### src/keyword_substitution_encrypt_unit_macros.svh
// Assertion helpers shared by the cipher unit files.
`ifndef KEYWORD_SUBSTITUTION_ENCRYPT_UNIT_MACROS_SVH
`define KEYWORD_SUBSTITUTION_ENCRYPT_UNIT_MACROS_SVH

`ifndef NO_ASSERTIONS
// Check a property on every rising edge outside reset.
`define KSENC_ASSERT(label, clk, rstn, prop) \
    label: assert property (@(posedge clk) disable iff (!(rstn)) (prop)) \
        else $error("ksenc assertion failed");
// Check a property on every rising edge, reset included.
`define KSENC_ASSERT_ALWAYS(label, clk, prop) \
    label: assert property (@(posedge clk) (prop)) \
        else $error("ksenc assertion failed");
`else
`define KSENC_ASSERT(label, clk, rstn, prop)
`define KSENC_ASSERT_ALWAYS(label, clk, prop)
`endif

`endif

### src/ksenc_pkg.sv
package ksenc_pkg;

    localparam int LETTERS          = 26;
    localparam int LETTER_W         = $clog2(LETTERS);
    localparam int CHAR_W           = 8;
    localparam int QUEUE_DEPTH_DEF  = 4;

    localparam logic [CHAR_W-1:0] ASCII_UPPER_A = 8'h41;
    localparam logic [CHAR_W-1:0] ASCII_UPPER_Z = 8'h5A;
    localparam logic [CHAR_W-1:0] ASCII_LOWER_A = 8'h61;
    localparam logic [CHAR_W-1:0] ASCII_LOWER_Z = 8'h7A;

    typedef enum logic [1:0] {
        OP_CLEAR = 2'd0,
        OP_KEY   = 2'd1,
        OP_SEAL  = 2'd2,
        OP_DATA  = 2'd3
    } op_t;

    typedef enum logic [1:0] {
        ST_OK         = 2'd0,
        ST_NOT_LETTER = 2'd1,
        ST_AFTER_SEAL = 2'd2
    } status_t;

    // Classified item as it sits in the queue.
    typedef struct packed {
        op_t                 op;
        logic [CHAR_W-1:0]   ch;
        logic                is_letter;
        logic                is_lower;
        logic [LETTER_W-1:0] idx;
    } item_t;

    typedef struct packed {
        logic full;
        logic empty;
    } queue_stat_t;

endpackage

### src/keyword_substitution_encrypt_unit.sv
// An accepted transaction is queued; its result is registered when it leaves the head.
// A seal or data transaction that finds the alphabet unsealed first has the back end
// walk all 26 letters one per cycle, then return to its dispatch state. Otherwise, the
// single back-end dispatch takes one transaction per cycle unless the result stalls.
// Reset (aresetn low, synchronous): queue empty, key cleared, no result pending.
module keyword_substitution_encrypt_unit #(
    parameter int QUEUE_DEPTH = ksenc_pkg::QUEUE_DEPTH_DEF
) (
    input  logic                         aclk,
    input  logic                         aresetn,
    // Input channel
    input  logic                         s_tvalid,
    output logic                         s_tready,
    input  logic [ksenc_pkg::CHAR_W-1:0] s_tdata,   // [7:0] char_in
    input  logic [1:0]                   s_tuser,   // [1:0] opcode
    // Result channel
    output logic                         m_tvalid,
    input  logic                         m_tready,
    output logic [ksenc_pkg::CHAR_W-1:0] m_tdata,   // [7:0] char_out
    output logic [1:0]                   m_tuser    // [1:0] status
);
    import ksenc_pkg::*;

    // Front end: classify each accepted transaction (letter, case, index) and
    // push it into the queue. Ready drops only when the queue is full.
    logic        push;
    item_t       push_item;
    item_t       head_item;
    logic        pop;
    queue_stat_t q_stat;

    ksenc_front u_front (
        .s_tvalid  (s_tvalid),
        .s_tready  (s_tready),
        .s_tdata   (s_tdata),
        .s_tuser   (s_tuser),
        .q_stat    (q_stat),
        .push      (push),
        .push_item (push_item)
    );

    // Short queue: decouples intake from the back end while it walks the
    // alphabet or waits on a stalled result.
    ksenc_queue #(
        .DEPTH (QUEUE_DEPTH)
    ) u_queue (
        .aclk      (aclk),
        .aresetn   (aresetn),
        .push      (push),
        .push_item (push_item),
        .pop       (pop),
        .head_item (head_item),
        .q_stat    (q_stat)
    );

    // Back end: hold the key state and cipher alphabet, run the seal walk,
    // substitute data letters and drive the result register.
    ksenc_back u_back (
        .aclk      (aclk),
        .aresetn   (aresetn),
        .head_item (head_item),
        .q_stat    (q_stat),
        .pop       (pop),
        .m_tvalid  (m_tvalid),
        .m_tready  (m_tready),
        .m_tdata   (m_tdata),
        .m_tuser   (m_tuser)
    );

endmodule

### src/ksenc_front.sv
module ksenc_front (
    input  logic                            s_tvalid,
    output logic                            s_tready,
    input  logic [ksenc_pkg::CHAR_W-1:0]    s_tdata,
    input  logic [1:0]                      s_tuser,
    input  ksenc_pkg::queue_stat_t          q_stat,
    output logic                            push,
    output ksenc_pkg::item_t                push_item
);
    import ksenc_pkg::*;

    logic is_upper;
    logic is_lower;

    assign is_upper = (s_tdata >= ASCII_UPPER_A) && (s_tdata <= ASCII_UPPER_Z);
    assign is_lower = (s_tdata >= ASCII_LOWER_A) && (s_tdata <= ASCII_LOWER_Z);

    assign s_tready = !q_stat.full;
    assign push     = s_tvalid && !q_stat.full;

    always_comb begin
        push_item.op        = op_t'(s_tuser);
        push_item.ch        = s_tdata;
        push_item.is_letter = is_upper || is_lower;
        push_item.is_lower  = is_lower;
        if (is_lower) begin
            push_item.idx = LETTER_W'(s_tdata - ASCII_LOWER_A);
        end else begin
            push_item.idx = LETTER_W'(s_tdata - ASCII_UPPER_A);
        end
    end

endmodule

### src/ksenc_queue.sv
`include "keyword_substitution_encrypt_unit_macros.svh"

module ksenc_queue #(
    parameter int DEPTH = ksenc_pkg::QUEUE_DEPTH_DEF
) (
    input  logic                   aclk,
    input  logic                   aresetn,
    input  logic                   push,
    input  ksenc_pkg::item_t       push_item,
    input  logic                   pop,
    output ksenc_pkg::item_t       head_item,
    output ksenc_pkg::queue_stat_t q_stat
);
    import ksenc_pkg::*;

    localparam int PTR_W = (DEPTH > 1) ? $clog2(DEPTH) : 1;
    localparam int CNT_W = $clog2(DEPTH + 1);

    item_t            mem_reg [DEPTH];
    logic [PTR_W-1:0] wr_ptr_reg, wr_ptr_next;
    logic [PTR_W-1:0] rd_ptr_reg, rd_ptr_next;
    logic [CNT_W-1:0] count_reg, count_next;

    assign q_stat.full  = (count_reg == CNT_W'(DEPTH));
    assign q_stat.empty = (count_reg == '0);
    assign head_item    = mem_reg[rd_ptr_reg];

    always_comb begin
        wr_ptr_next = wr_ptr_reg;
        rd_ptr_next = rd_ptr_reg;
        count_next  = count_reg;
        if (push) begin
            wr_ptr_next = (wr_ptr_reg == PTR_W'(DEPTH - 1)) ? '0 : wr_ptr_reg + 1'b1;
        end
        if (pop) begin
            rd_ptr_next = (rd_ptr_reg == PTR_W'(DEPTH - 1)) ? '0 : rd_ptr_reg + 1'b1;
        end
        if (push && !pop) begin
            count_next = count_reg + 1'b1;
        end else if (pop && !push) begin
            count_next = count_reg - 1'b1;
        end
    end

    always_ff @(posedge aclk) begin
        if (!aresetn) begin
            wr_ptr_reg <= '0;
            rd_ptr_reg <= '0;
            count_reg  <= '0;
        end else begin
            wr_ptr_reg <= wr_ptr_next;
            rd_ptr_reg <= rd_ptr_next;
            count_reg  <= count_next;
            if (push) begin
                mem_reg[wr_ptr_reg] <= push_item;
            end
        end
    end

    `KSENC_ASSERT(a_no_push_full, aclk, aresetn, push |-> !q_stat.full)
    `KSENC_ASSERT(a_no_pop_empty, aclk, aresetn, pop |-> !q_stat.empty)
    `KSENC_ASSERT(a_count_bound, aclk, aresetn, count_reg <= CNT_W'(DEPTH))

endmodule

### src/ksenc_back.sv
`include "keyword_substitution_encrypt_unit_macros.svh"

module ksenc_back (
    input  logic                         aclk,
    input  logic                         aresetn,
    input  ksenc_pkg::item_t             head_item,
    input  ksenc_pkg::queue_stat_t       q_stat,
    output logic                         pop,
    output logic                         m_tvalid,
    input  logic                         m_tready,
    output logic [ksenc_pkg::CHAR_W-1:0] m_tdata,
    output logic [1:0]                   m_tuser
);
    import ksenc_pkg::*;

    typedef enum logic {
        BK_IDLE,
        BK_SEAL
    } back_state_t;

    back_state_t         state_reg, state_next;
    logic [LETTER_W-1:0] walk_reg, walk_next;
    logic [LETTER_W-1:0] alphabet_reg [LETTERS];
    logic [LETTERS-1:0]  used_reg, used_next;
    logic [LETTER_W-1:0] fill_reg, fill_next;
    logic                sealed_reg, sealed_next;
    logic                out_valid_reg, out_valid_next;
    logic [CHAR_W-1:0]   out_char_reg, out_char_next;
    status_t             out_status_reg, out_status_next;

    logic                wr_en;
    logic [LETTER_W-1:0] wr_data;
    logic                out_free;
    logic                has_room;
    logic [CHAR_W-1:0]   case_base;

    assign out_free  = !out_valid_reg || m_tready;
    assign has_room  = fill_reg < LETTER_W'(LETTERS);
    assign case_base = head_item.is_lower ? ASCII_LOWER_A : ASCII_UPPER_A;

    always_comb begin
        state_next      = state_reg;
        walk_next       = walk_reg;
        used_next       = used_reg;
        fill_next       = fill_reg;
        sealed_next     = sealed_reg;
        out_valid_next  = out_valid_reg;
        out_char_next   = out_char_reg;
        out_status_next = out_status_reg;
        wr_en           = 1'b0;
        wr_data         = head_item.idx;
        pop             = 1'b0;

        if (out_valid_reg && m_tready) begin
            out_valid_next = 1'b0;
        end

        case (state_reg)
            BK_IDLE: begin
                if (!q_stat.empty && out_free) begin
                    if ((head_item.op == OP_SEAL || head_item.op == OP_DATA) && !sealed_reg) begin
                        // Fill the alphabet first; the item stays at the queue head.
                        state_next = BK_SEAL;
                        walk_next  = '0;
                    end else begin
                        pop             = 1'b1;
                        out_valid_next  = 1'b1;
                        out_char_next   = '0;
                        out_status_next = ST_OK;
                        case (head_item.op)
                            OP_CLEAR: begin
                                used_next   = '0;
                                fill_next   = '0;
                                sealed_next = 1'b0;
                            end
                            OP_KEY: begin
                                if (sealed_reg) begin
                                    out_status_next = ST_AFTER_SEAL;
                                end else if (!head_item.is_letter) begin
                                    out_status_next = ST_NOT_LETTER;
                                end else if (!used_reg[head_item.idx] && has_room) begin
                                    used_next[head_item.idx] = 1'b1;
                                    wr_en     = 1'b1;
                                    wr_data   = head_item.idx;
                                    fill_next = fill_reg + 1'b1;
                                end
                            end
                            OP_DATA: begin
                                if (head_item.is_letter) begin
                                    out_char_next = case_base +
                                        CHAR_W'(alphabet_reg[head_item.idx]);
                                end else begin
                                    out_char_next = head_item.ch;
                                end
                            end
                            default: begin
                            end
                        endcase
                    end
                end
            end
            BK_SEAL: begin
                // Append each unused letter in A..Z order.
                if (!used_reg[walk_reg] && has_room) begin
                    wr_en     = 1'b1;
                    wr_data   = walk_reg;
                    fill_next = fill_reg + 1'b1;
                end
                if (walk_reg == LETTER_W'(LETTERS - 1)) begin
                    sealed_next = 1'b1;
                    walk_next   = '0;
                    state_next  = BK_IDLE;
                end else begin
                    walk_next = walk_reg + 1'b1;
                end
            end
            default: begin
                state_next = BK_IDLE;
            end
        endcase
    end

    always_ff @(posedge aclk) begin
        if (!aresetn) begin
            state_reg      <= BK_IDLE;
            walk_reg       <= '0;
            used_reg       <= '0;
            fill_reg       <= '0;
            sealed_reg     <= 1'b0;
            out_valid_reg  <= 1'b0;
            out_char_reg   <= '0;
            out_status_reg <= ST_OK;
        end else begin
            state_reg      <= state_next;
            walk_reg       <= walk_next;
            used_reg       <= used_next;
            fill_reg       <= fill_next;
            sealed_reg     <= sealed_next;
            out_valid_reg  <= out_valid_next;
            out_char_reg   <= out_char_next;
            out_status_reg <= out_status_next;
            if (wr_en) begin
                alphabet_reg[fill_reg] <= wr_data;
            end
        end
    end

    assign m_tvalid = out_valid_reg;
    assign m_tdata  = out_char_reg;
    assign m_tuser  = out_status_reg;

    `KSENC_ASSERT(a_fill_bound, aclk, aresetn, fill_reg <= LETTER_W'(LETTERS))
    `KSENC_ASSERT(a_sealed_full, aclk, aresetn, sealed_reg |-> fill_reg == LETTER_W'(LETTERS))
    `KSENC_ASSERT(a_used_matches_fill, aclk, aresetn,
        (state_reg == BK_IDLE && !sealed_reg) |-> $countones(used_reg) == int'(fill_reg))
    `KSENC_ASSERT(a_no_pop_in_walk, aclk, aresetn, (state_reg == BK_SEAL) |-> !pop)

endmodule

### config.mk
export PLATFORM = sky130hd
export DESIGN_NAME = keyword_substitution_encrypt_unit
export DESIGN_NICKNAME = d
export VERILOG_FILES = /design/src/ksenc_pkg.sv /design/src/keyword_substitution_encrypt_unit.sv /design/src/ksenc_front.sv /design/src/ksenc_queue.sv /design/src/ksenc_back.sv
export VERILOG_INCLUDE_DIRS = /design/src /design/src/src
export SDC_FILE = /design/constraint.sdc
export NUM_CORES = 1
export LEC_CHECK = 0
export ABC_AREA = 0
export BUFFER_PORTS_ARGS = -buffer_cell sky130_fd_sc_hd__buf_2
export CORE_ASPECT_RATIO = 1.2
export CORE_MARGIN = 5
export CORE_UTILIZATION = 30
export CTS_BUF_LIST = sky130_fd_sc_hd__clkbuf_8
export CTS_CLUSTER_DIAMETER = 100
export DETAILED_ROUTE_END_ITERATION = 10
export GPL_TIMING_DRIVEN = 0
export PLACE_DENSITY = 0.47
export SETUP_SLACK_MARGIN = 0.15
export SYNTH_ARGS = -nofsm -noshare
export SYNTH_HDL_FRONTEND = slang
export SYNTH_SLANG_ARGS = --single-unit
### constraint.sdc
create_clock -name aclk -period 3.7 [get_ports aclk]
set_input_delay 0.555 -clock aclk [delete_from_list [all_inputs] [get_ports aclk]]
set_output_delay 0.555 -clock aclk [all_outputs]
set_load 0.05 [all_outputs]
==> impl_metrics.py <==
metrics = {
    "setup_path": {
        "crit_cells": 13,
        "crit_required_ns": 3.93,
        "worst_setup_path_end_kind": "flop",
        "crit_chain": "buf_6, mux4_2, buf_6, buf_4, mux2i_1, mux2i_1, a21oi_1, nand4_4, o21bai_4, buf_4, nand3_4, buf_12, nor2_4",
        "critPathMaxFanout": 10,
        "crit_path_max_incr_delay_ns": 0.52,
        "cp_num_buf_inv": 5,
        "reg2reg_depth": 13,
        "crit_type": "flop to flop",
        "cp-start-kind": "flop",
        "crit_family": "buffers and inverters",
        "slowest_stage": "mux4_2",
        "crit_arrival_ns": 3.62,
    },
    "logic_synthesis": {
        "synth.most_common_cell": "edfxtp_1",
        "synthTopCellsByCount": "edfxtp_1, mux2i_1, nor2_1",
        "ys_ff_latch": 256,
        "postSynthAreaPerCell_sq_um": 14.6,
        "synthSimpleGateAreaFrac_pct": 8.87,
        "syn_nets": 795,
        "synth_area_sq_mm": 0.0112,
        "synthCells": 764,
        "synth-xor-area-share_pct": 0.626,
        "synth-compound-area-share_pct": 6.50,
        "synth_edf_count": 198,
        "yosys.area_share.adder_pct": 1.97,
        "yosysTopAreaCell": "edfxtp_1",
        "synth_top_family_by_area": "multiplexers",
        "synth_ff_type": "edfxtp_1",
        "yosysTopAreaCellShare_pct": 53.1,
        "yosys_warnings": 0,
        "synthMuxAreaShare_pct": 16.2,
        "synth-seq-area-share_pct": 63.5,
        "synthTopCellsByArea": "edfxtp_1, mux2i_1, dfxtp_1, mux4_2, nor2_1",
        "ys_types": 65,
        "async_reset_ff_share_pct": 0,
    },
    "global_routing": {
        "grt_max_degree": 27,
        "antenna_found_initial": 0,
        "grtUsageTotal_pct": 13.6,
        "grt_pass1_wl_mm": 42.7,
        "grt_overflow_total": 0,
        "grt_pass1_vias": 6921,
    },
    "final_layout": {
        "drive_above_1_share_pct": 22.7,
        "seq_area_sq_mm": 0.00711,
        "largest_register_ffs": 130,
        "syn2layout_area_growth_pct": 18.5,
        "nets": 880,
        "fillerInstances": 3554,
        "insertedDiodeCount": 0,
        "final_core_util_pct": 35.9,
        "multi_input_area_sq_mm": 0.00415,
    },
    "sta": {
        "min_period_ns": 3.39,
        "finalSetupTns_ns": 0,
        "fmax_mhz": 295,
        "min_period_over_period_pct": 91.6,
        "hold_viol_final": 0,
        "setup_violations": 0,
        "tightest_slew_ns": 0.973,
        "slew_headroom_pct": 35.1,
        "rsz0062_at_grt": "false",
        "drv_slew": 0,
        "finClkSkew_ns": 0.0339,
    },
    "die": {
        "num_rows": 77,
        "start_util_pct": 30.3,
        "die_w_um": 186,
        "die-area_sq_mm": 0.0413,
        "dieHeight_um": 222,
        "ioPinCount": 26,
        "coreArea_sq_mm": 0.0369,
    },
    "worst_hold_path": {
        "min_path_type": "input pin to flop",
        "whs_path_depth": 1,
    },
    "clocking": {
        "cts_tree": "built",
        "cts.clk_slew.worst_paths_ns": 0.06,
        "clkSinkCount": 256,
        "ctsLongestPathBuffers": 3,
        "holdBufCountCts": 0,
        "clk_latency_ns": 0.56,
        "cts_buffers": 42,
        "root_buffer": "clkbuf_8",
        "htreeDepth": 2,
    },
    "pwr": {
        "p_leak_nw": 4.73,
        "vdd_drop_max_uv": 285,
        "power_density_mw_per_mm2": 672,
    },
    "drt": {
        "first_iter_violations": 377,
        "routed_via_density": 4.82,
        "wl_mm": 27.9,
        "drc": 0,
        "antenna_left": 0,
        "first_pass_iters": 5,
        "vias": 6540,
        "detail_route.wl_per_cell_um": 20.6,
    },
    "job": {
        "max-cap-violations": 0,
    },
    "run_status": {
        "status": "finished, final reports clean",
    },
    "place": {
        "place.port_buffers": 24,
        "gp_congestion": 0.780,
        "dp_hpwl_mm": 19.0,
    },
}
## worst paths after layout
check | from | slack (ns) | endpoint
min reg2reg | u_back.m_tdata[6] | 0.46 | u_back.m_tdata[6]
max | flop | 0.31 | u_back.alphabet_reg[4][0]
max reg2reg | flop | 0.31 | u_back.alphabet_reg[4][0]
min | s_tuser[0] | 0.21 | u_queue.mem_reg[0][15]
## metal layers
layer | up-vias | part of all wire, % | GRT usage (%)
li1 | 3120 | - | -
met1 | 3235 | 42 | 17.3
met2 | 136 | 51 | 23.4
met3 | 49 | 3.7 | 2.31
met4 | 0 | 3.0 | 4.47
met5 | - | 0 | 0
## per-stage QoR
| step | std cells | setup WS (ns) | instance area, sq um | hold WS [ns] | total power, mW |
|---|---|---|---|---|---|
| 4_1_cts | 1348 | 0.152 | 13200 | 0.167 | 8.95 |
| 6_report | 1357 | 0.310 | 13300 | 0.214 | 8.91 |
| 3_5_place_dp | 1264 | -0.650 | 11900 | 0.450 | 6.34 |
| 3_3_place_gp | 1262 | -1.50 | 11900 | 0.443 | 6.29 |
| 2_1_floorplan | 764 | 0.580 | 11200 | 0.447 | 5.42 |
| 5_1_grt | 1357 | 0.144 | 13300 | 0.187 | 9.37 |
## worst reg2reg max path: cells and delay by family (launching register included)
family | cells | cell delay, ns
buffers and inverters | 5 | 0.92
muxes | 3 | 0.80
AOI/OAI and AO/OA | 2 | 0.54
and+or+nand+nor | 3 | 0.48
DFF | 1 | 0.32
## kinds of logic (layout without fill, tap and decap cells)
family,count (synthesis),in the layout
flip-flops,256,256
AO/OA/AOI/OAI,98,98
buffers and inverters,54,173
multiplexers,150,150
AND/OR/NAND/NOR,181,181
adder cells (fa/ha/maj),17,17
XOR/XNOR,8,8
## placed cells by master (no fill, tap or decap), types with 9 or more instances in the layout
cell type / instances
and2_1: 11
ha_1: 16
clkbuf_1: 17
buf_4: 20
o22ai_1: 13
nor2b_1: 12
inv_1: 36
mux2i_1: 117
buf_2: 27
dfxtp_1: 58
clkbuf_8: 49
nor2_1: 33
mux4_2: 24
nor2_4: 26
a22o_1: 15
nand2_1: 31
a21oi_1: 23
o21ai_0: 9
edfxtp_1: 198
nor3_1: 9
## power by group
part | internal, mW | switching, mW | total [mW]
combinational | 1.13 | 1.86 | 2.99
sequential | 3.45 | 0.0725 | 3.52
clock | 1.28 | 1.11 | 2.40
## what timing repair did
| action | 4_1_cts | 5_1_grt |
|---|---|---|
| gates resized for setup | 74 | 9 |
| pin swaps | 9 | 10 |
| setup endpoints to repair | 156 | 129 |
| buffers inserted | 6 | 9 |
## area by class of cell
type	instances	share of cell area (%)
sequential	256	53.6
multi-input combinational	454	31.3
clock buffer	49	5.08
tap	474	4.47
timing repair buffer	41	2.33
buffer	38	1.70
clock inverter	29	1.12
inverter	16	0.453
(Power assumes the default switching activity.)
